--- src/hdl/aes_cbc_pkg.sv ---
// ----------------------------------------------------------------------------
// AES-128 CBC package
// Shared types, register map and AES helper functions.
// ----------------------------------------------------------------------------
package aes_cbc_pkg;

    localparam int BLOCK_W   = 128;
    localparam int HALF_W    = 64;
    localparam int NUM_ROUNDS = 10;
    localparam int ROUND_W   = 4;
    localparam int ADDR_W    = 5;
    localparam int DATA_W    = 64;
    localparam int QUEUE_DEPTH = 2;

    localparam logic [ADDR_W-1:0] REG_KEY_HI = 5'd0;
    localparam logic [ADDR_W-1:0] REG_KEY_LO = 5'd8;
    localparam logic [ADDR_W-1:0] REG_IV_HI  = 5'd16;
    localparam logic [ADDR_W-1:0] REG_IV_LO  = 5'd24;

    localparam logic [HALF_W-1:0] IV_RESET_HI = 64'h0001020304050607;
    localparam logic [HALF_W-1:0] IV_RESET_LO = 64'h08090a0b0c0d0e0f;

    // Queue entry between front and back.
    typedef struct packed {
        logic [BLOCK_W-1:0] plain;
        logic               restart;
    } job_t;

    typedef logic [7:0] byte_t;

    function automatic byte_t sbox(input byte_t x);
        byte_t t [256] = '{
        8'h63,8'h7c,8'h77,8'h7b,8'hf2,8'h6b,8'h6f,8'hc5,8'h30,8'h01,8'h67,8'h2b,8'hfe,8'hd7,8'hab,8'h76,
        8'hca,8'h82,8'hc9,8'h7d,8'hfa,8'h59,8'h47,8'hf0,8'had,8'hd4,8'ha2,8'haf,8'h9c,8'ha4,8'h72,8'hc0,
        8'hb7,8'hfd,8'h93,8'h26,8'h36,8'h3f,8'hf7,8'hcc,8'h34,8'ha5,8'he5,8'hf1,8'h71,8'hd8,8'h31,8'h15,
        8'h04,8'hc7,8'h23,8'hc3,8'h18,8'h96,8'h05,8'h9a,8'h07,8'h12,8'h80,8'he2,8'heb,8'h27,8'hb2,8'h75,
        8'h09,8'h83,8'h2c,8'h1a,8'h1b,8'h6e,8'h5a,8'ha0,8'h52,8'h3b,8'hd6,8'hb3,8'h29,8'he3,8'h2f,8'h84,
        8'h53,8'hd1,8'h00,8'hed,8'h20,8'hfc,8'hb1,8'h5b,8'h6a,8'hcb,8'hbe,8'h39,8'h4a,8'h4c,8'h58,8'hcf,
        8'hd0,8'hef,8'haa,8'hfb,8'h43,8'h4d,8'h33,8'h85,8'h45,8'hf9,8'h02,8'h7f,8'h50,8'h3c,8'h9f,8'ha8,
        8'h51,8'ha3,8'h40,8'h8f,8'h92,8'h9d,8'h38,8'hf5,8'hbc,8'hb6,8'hda,8'h21,8'h10,8'hff,8'hf3,8'hd2,
        8'hcd,8'h0c,8'h13,8'hec,8'h5f,8'h97,8'h44,8'h17,8'hc4,8'ha7,8'h7e,8'h3d,8'h64,8'h5d,8'h19,8'h73,
        8'h60,8'h81,8'h4f,8'hdc,8'h22,8'h2a,8'h90,8'h88,8'h46,8'hee,8'hb8,8'h14,8'hde,8'h5e,8'h0b,8'hdb,
        8'he0,8'h32,8'h3a,8'h0a,8'h49,8'h06,8'h24,8'h5c,8'hc2,8'hd3,8'hac,8'h62,8'h91,8'h95,8'he4,8'h79,
        8'he7,8'hc8,8'h37,8'h6d,8'h8d,8'hd5,8'h4e,8'ha9,8'h6c,8'h56,8'hf4,8'hea,8'h65,8'h7a,8'hae,8'h08,
        8'hba,8'h78,8'h25,8'h2e,8'h1c,8'ha6,8'hb4,8'hc6,8'he8,8'hdd,8'h74,8'h1f,8'h4b,8'hbd,8'h8b,8'h8a,
        8'h70,8'h3e,8'hb5,8'h66,8'h48,8'h03,8'hf6,8'h0e,8'h61,8'h35,8'h57,8'hb9,8'h86,8'hc1,8'h1d,8'h9e,
        8'he1,8'hf8,8'h98,8'h11,8'h69,8'hd9,8'h8e,8'h94,8'h9b,8'h1e,8'h87,8'he9,8'hce,8'h55,8'h28,8'hdf,
        8'h8c,8'ha1,8'h89,8'h0d,8'hbf,8'he6,8'h42,8'h68,8'h41,8'h99,8'h2d,8'h0f,8'hb0,8'h54,8'hbb,8'h16};
        return t[x];
    endfunction

    function automatic byte_t xtime(input byte_t x);
        return {x[6:0], 1'b0} ^ (x[7] ? 8'h1b : 8'h00);
    endfunction

    // Byte i of a block sits at bits [127-8i -: 8].
    function automatic byte_t blk_byte(input logic [BLOCK_W-1:0] b, input int i);
        return b[BLOCK_W-1-8*i -: 8];
    endfunction

    function automatic logic [BLOCK_W-1:0] sub_shift(input logic [BLOCK_W-1:0] s);
        logic [BLOCK_W-1:0] t;
        t = '0;
        for (int c = 0; c < 4; c++)
            for (int r = 0; r < 4; r++)
                t[BLOCK_W-1-8*(4*c+r) -: 8] = sbox(blk_byte(s, (4*(c+r)+r) % 16));
        return t;
    endfunction

    function automatic logic [BLOCK_W-1:0] mix_cols(input logic [BLOCK_W-1:0] s);
        logic [BLOCK_W-1:0] t;
        byte_t a0, a1, a2, a3, al;
        t = '0;
        for (int c = 0; c < 4; c++) begin
            a0 = blk_byte(s, 4*c);
            a1 = blk_byte(s, 4*c+1);
            a2 = blk_byte(s, 4*c+2);
            a3 = blk_byte(s, 4*c+3);
            al = a0 ^ a1 ^ a2 ^ a3;
            t[BLOCK_W-1-32*c -: 32] = {a0 ^ al ^ xtime(a0 ^ a1), a1 ^ al ^ xtime(a1 ^ a2),
                                       a2 ^ al ^ xtime(a2 ^ a3), a3 ^ al ^ xtime(a3 ^ a0)};
        end
        return t;
    endfunction

    function automatic byte_t rcon(input logic [ROUND_W-1:0] r);
        byte_t v;
        unique case (r)
            4'd1: v = 8'h01;
            4'd2: v = 8'h02;
            4'd3: v = 8'h04;
            4'd4: v = 8'h08;
            4'd5: v = 8'h10;
            4'd6: v = 8'h20;
            4'd7: v = 8'h40;
            4'd8: v = 8'h80;
            4'd9: v = 8'h1b;
            4'd10: v = 8'h36;
            default: v = 8'h00;
        endcase
        return v;
    endfunction

    // Next round key from the current one; r is the round being produced.
    function automatic logic [BLOCK_W-1:0] next_key(input logic [BLOCK_W-1:0] k,
                                                    input logic [ROUND_W-1:0] r);
        logic [31:0] w0, w1, w2, w3, t;
        w0 = k[127:96];
        w1 = k[95:64];
        w2 = k[63:32];
        w3 = k[31:0];
        t  = {sbox(w3[23:16]) ^ rcon(r), sbox(w3[15:8]), sbox(w3[7:0]), sbox(w3[31:24])};
        w0 = w0 ^ t;
        w1 = w1 ^ w0;
        w2 = w2 ^ w1;
        w3 = w3 ^ w2;
        return {w0, w1, w2, w3};
    endfunction

endpackage

--- src/hdl/aes_cbc_front.sv ---
// ----------------------------------------------------------------------------
// AES-128 CBC front end
// Takes input transfers into a two-entry queue for the round engine.
// ----------------------------------------------------------------------------
module aes_cbc_front
(
    input  logic                clk,
    input  logic                rst_n,
    input  logic                in_valid,
    output logic                in_stall,
    input  aes_cbc_pkg::job_t   in_job,
    output logic                job_valid,
    input  logic                job_take,
    output aes_cbc_pkg::job_t   job
);
    import aes_cbc_pkg::*;

    job_t       mem_reg [QUEUE_DEPTH];
    logic       wr_ptr_reg, rd_ptr_reg;
    logic [1:0] count_reg, count_next;
    logic       push, pop;

    assign in_stall  = (count_reg == 2'(QUEUE_DEPTH));
    assign push      = in_valid && !in_stall;
    assign job_valid = (count_reg != 2'd0);
    assign pop       = job_valid && job_take;
    assign job       = mem_reg[rd_ptr_reg];

    always_comb
    begin
        count_next = count_reg + 2'(push) - 2'(pop);
    end

    always_ff @(posedge clk or negedge rst_n)
    begin
        if (!rst_n)
        begin
            wr_ptr_reg <= 1'b0;
            rd_ptr_reg <= 1'b0;
            count_reg  <= 2'd0;
        end
        else
        begin
            if (push) wr_ptr_reg <= ~wr_ptr_reg;
            if (pop)  rd_ptr_reg <= ~rd_ptr_reg;
            count_reg <= count_next;
        end
    end

    always_ff @(posedge clk)
    begin
        if (push) mem_reg[wr_ptr_reg] <= in_job;
    end

endmodule

--- config.mk ---
export PLATFORM = sky130hd
export DESIGN_NAME = aes_cbc_front
export DESIGN_NICKNAME = d
export VERILOG_FILES = /design/src/hdl/aes_cbc_pkg.sv /design/src/hdl/aes_cbc_front.sv
export SDC_FILE = /design/constraint.sdc
export NUM_CORES = 1
export LEC_CHECK = 0
export ABC_AREA = 1
export BUFFER_PORTS_ARGS = -buffer_cell sky130_fd_sc_hd__buf_2
export CAP_MARGIN = 20
export CORE_MARGIN = 4
export CORE_UTILIZATION = 56
export CTS_CLUSTER_DIAMETER = 150
export DETAILED_ROUTE_END_ITERATION = 6
export GPL_TIMING_DRIVEN = 0
export PLACE_DENSITY = 0.85
export SYNTH_ARGS = -nofsm -noshare
export SYNTH_HDL_FRONTEND = slang
export SYNTH_SLANG_ARGS = --single-unit
export TNS_END_PERCENT = 20
--- constraint.sdc ---
create_clock -name clk -period 16.7 [get_ports clk]
set_input_delay 0.835 -clock clk [delete_from_list [all_inputs] [get_ports clk]]
set_output_delay 0.835 -clock clk [all_outputs]
set_load 0.01 [all_outputs]
# Word-level counts from Yosys, hierarchy flattened
# Memories as Yosys holds them, arrays and structs flattened.
# Index checks and enable logic that the tools add are counted.
[word_totals]
ff_bits = 4
latch_bits = 0
ram_bits = 258
mem_bits_ro = 0
inputBits = 133
out_inout_bits = 131
elab_cells = 15
memories = 1
[op_classes]
n_addsub = 2
mul = 0
div = 0
order_cmp = 0
eq_ne = 1
shift = 0
n_mux = 2
n_bitwise = 2
n_reduce_logical = 4
[memory_table]
columns = ["name", "words", "word_bits", "read_ports", "rd_ports_with_merged_regs", "write_ports", "line", "rtl"]
rows = [
  ["mem_reg", 2, 129, 1, 0, 1, "aes_cbc_front.sv:18", "job_t mem_reg [QUEUE_DEPTH];"],
]
[ops]
columns = ["cell", "n"]
rows = [
  ["2-bit by 1-bit adder with 2-bit output", 1],
  ["2-bit == test (second input constant)", 1],
  ["1-bit logical AND", 2],
  ["1-bit 2-to-1 mux", 2],
  ["1-bit NOT", 2],
  ["2-bit nonzero test", 1],
  ["2-bit by 1-bit subtractor with 2-bit output", 1],
  ["1-bit logical NOT", 1],
]

# Longest topological paths before layout
[depth]
ltp_word = 5
depth_mapped = 10
ltp_nobuf = 10

# Worst setup path after synthesis
# OpenSTA, ideal clock, no wires.
[synth_timing]
path_kind = "input port to flip-flop"
startpoint = "in in_valid"
endpoint = "mem mem_reg[1][0] in the netlist's numbering (enable)"
setup_ps = 618
arrival_time_ps = 6278
path_slack_ps = 9804
path_stages = 2
n_path_buf = 0
cell_sequence = "nand2_1 -> nor2_1"
[synth_via]
elab_chain_len = 3
[synth_rtl]
columns = ["item", "line", "rtl"]
rows = [
  ["from (decl)", "aes_cbc_front.sv:9", "input logic in_valid,"],
  ["1-bit logical AND", "aes_cbc_front.sv:24", "assign push = in_valid && !in_stall;"],
  ["1-bit 2-to-1 mux", "aes_cbc_front.sv:52", "if (push) mem_reg[wr_ptr_reg] <= in_job;"],
  ["1-bit 2-to-1 mux (implied by the code)", "aes_cbc_front.sv:52", ""],
  ["to (decl)", "aes_cbc_front.sv:18", ""],
]
# No other way between the ends.

==> flow_summary.json <==
{
  "status": "finished clean",
  "pin_count": 264,
  "wl_met1_microns": 7600,
  "vias_per_cell": 4.95,
  "cts_hold_buf": 0,
  "top_layer_used": "met5",
  "grt_max_degree": 76,
  "slew_headroom_pct": 52.1,
  "num_rows": 47,
  "io_buffer_count": 263,
  "synth.avg_cell_area_sq_um": 13.6,
  "dieHeight_microns": 139,
  "grt_overflow_total": 0,
  "layout_common_cells": "400 x nand2_1, 279 x buf_2, 258 x edfxtp_1, 27 x clkbuf_16, 11 x buf_6",
  "post_cts_buffers": 0,
  "hold_viol_final": 0,
  "maxCapViolations": 0,
  "yosys.area_share.adder_pct": 0.259,
  "cts_num_sinks": 262,
  "cts_tree": "yes",
  "fin_worst_skew_ns": 0.0138,
  "cts-root-buf": "clkbuf_16",
  "finalWirelength_microns": 20800,
  "yosysUniqueCellTypes": 12,
  "ys_ff_latch": 262,
  "max_slew.worst_pin.slew_ns": 0.717,
  "rsz0062_at_grt": "no",
  "drive_gt1_share_pct": 32.9,
  "clkLatencyLatePin_ns": 0.51,
  "wl_met2_microns": 10500,
  "netlist_area_sq_um": 9650,
  "fmax_ghz": 0.371,
  "synthSimpleGateAreaFrac_pct": 15.8,
  "clk_path_buf_depth": 3,
  "clk_pin_slew_ns": 0.06,
  "drv_slew": 0,
  "postRouteAntennaNets": 0,
  "syn_inst": 707,
  "grt_pass1_wl_microns": 32000,
  "cts_resized": 0,
  "die_area_sq_um": 19400,
  "synth_compound_area_share_pct": 0,
  "power_density_nw_per_um2": 182,
  "netlist_top_cells_area": "edfxtp_1 80%, nand2_1 16%, buf_6 1.3%, dfrtp_1 1.0%, buf_2 0.83%",
  "drt-pass1-iter-count": 4,
  "setup_tns_ns": 0,
  "cts_buffers": 26,
  "largest_reg_flops": 258,
  "layout_commonest_cell": "nand2_1",
  "crit_type": "reg -> out",
  "die_w_microns": 139,
  "seq_area_frac_synth_pct": 81.4,
  "drcViolationCount": 0,
  "hold_path_class": "in -> async",
  "core_sq_um": 16800,
  "start_util_pct": 57.6,
  "wl_met3_microns": 1940,
  "arrival_ns": 1.86,
  "worstReg2RegStart": "count_reg[1]",
  "pre_cts_ws_ns": 14.21,
  "synth_top_family_by_area": "simple AND/OR/NAND/NOR gates",
  "synth_top_cell_by_area": "edfxtp_1",
  "dr.first_iter.drc_count": 318,
  "setup_slack_ns": 14.01,
  "start_kind": "flip-flop",
  "reg2reg_slack_ns": 14.62,
  "final_nets": 1138,
  "timing.rr.end": "mem_reg[1][58]",
  "synthMuxAreaShare_pct": 0,
  "end_kind": "output pin",
  "r2r_cells": 5,
  "place.gp.congestion": 0.766,
  "syn_nets": 842,
  "path_max_fanout": 10,
  "period_share_pct": 16.1,
  "dp_hpwl_microns": 14400,
  "synth_top_cell_area_share_pct": 80.3,
  "ctsHtreeMaxLevel": 1,
  "vias": 6153,
  "setup_viol": 0,
  "leakagePower_nw": 5.34,
  "grt_pass1_vias": 6257,
  "vdd_drop_max_v": 0.000117,
  "synthXorXnorAreaFrac_pct": 0,
  "yosysWarnings": 0,
  "finalCriticalPeriod_ns": 2.69,
  "grt_usage_pct": 20.9,
  "area_growth_pct": 26.4,
  "wl_per_cell_microns": 16.7,
  "required_ns": 15.87,
  "antenna_found_initial": 4
}
## stage by stage
stage / hold WS, ns / area, sq um / cells / util [%] / total power, mW
finish: 0.114 / 12200 / 1243 / 72.8 / 2.21
floorplan: 0.442 / 9650 / 707 / - / 1.37
CTS: 0.0924 / 12200 / 1242 / 72.7 / 2.24
global placement: 0.453 / 11200 / 1190 / 67.0 / 1.68
global route: 0.0948 / 12200 / 1243 / 72.8 / 2.34
detailed placement: 0.467 / 11400 / 1195 / 67.8 / 1.68
## layout make-up
class / count / area (sq um)
fill: 1040 / 4570
clock inverter: 17 / 139
timing repair buffer: 268 / 1430
inverter: 10 / 42.5
clock buffer: 30 / 687
tap: 220 / 275
multi-input combinational: 406 / 1550
sequential: 262 / 7850
buffer: 29 / 215
antenna: 1 / 2.50
## cells in the mapped netlist (all sizes together)
master and n:
clkbuf 1, inv 10, nand2 400, nand3 3, edfxtp 258, ha 2
dfrtp 4, buf 28, nor2 1
## per-layer routing
layer / global-route usage (%) / up-vias
met5: 0 / -
met4: 6.64 / 6
met3: 6.90 / 51
met2: 37.1 / 263
met1: 24.0 / 2855
li1: - / 2978
## worst max-delay path by stage
stage | from | endpoint | cells past startpoint
finish | rd_ptr_reg | job[29] | 6
global route | rd_ptr_reg | job[29] | 6
CTS | rd_ptr_reg | job[29] | 6
detailed placement | in_valid | mem_reg[1][103] | 5
global placement | in_valid | mem_reg[1][60] | 3
floorplan | in_valid | mem_reg[1][0] | 2
## cells by family after synthesis
| kind of cell | count (synthesis) |
|---|---|
| and+or+nand+nor | 404 |
| DFF | 262 |
| buffers and inverters | 39 |
| adders and majority gates | 2 |
## power by group
| group | internal, mW | total, mW | switching, mW |
|---|---|---|---|
| registers | 0.895 | 0.927 | 0.0319 |
| clock network | 0.325 | 0.551 | 0.226 |
| logic | 0.253 | 0.736 | 0.483 |
## critical path: stages (launching register included)
cell and delay [ns]:
dfrtp_1 0.31, buf_2 0.16, buf_4 0.22, buf_2 0.29
nand2_1 0.08, nand2_1 0.12, buf_2 0.16
Note: power is estimated with default switching activity, not from simulation.
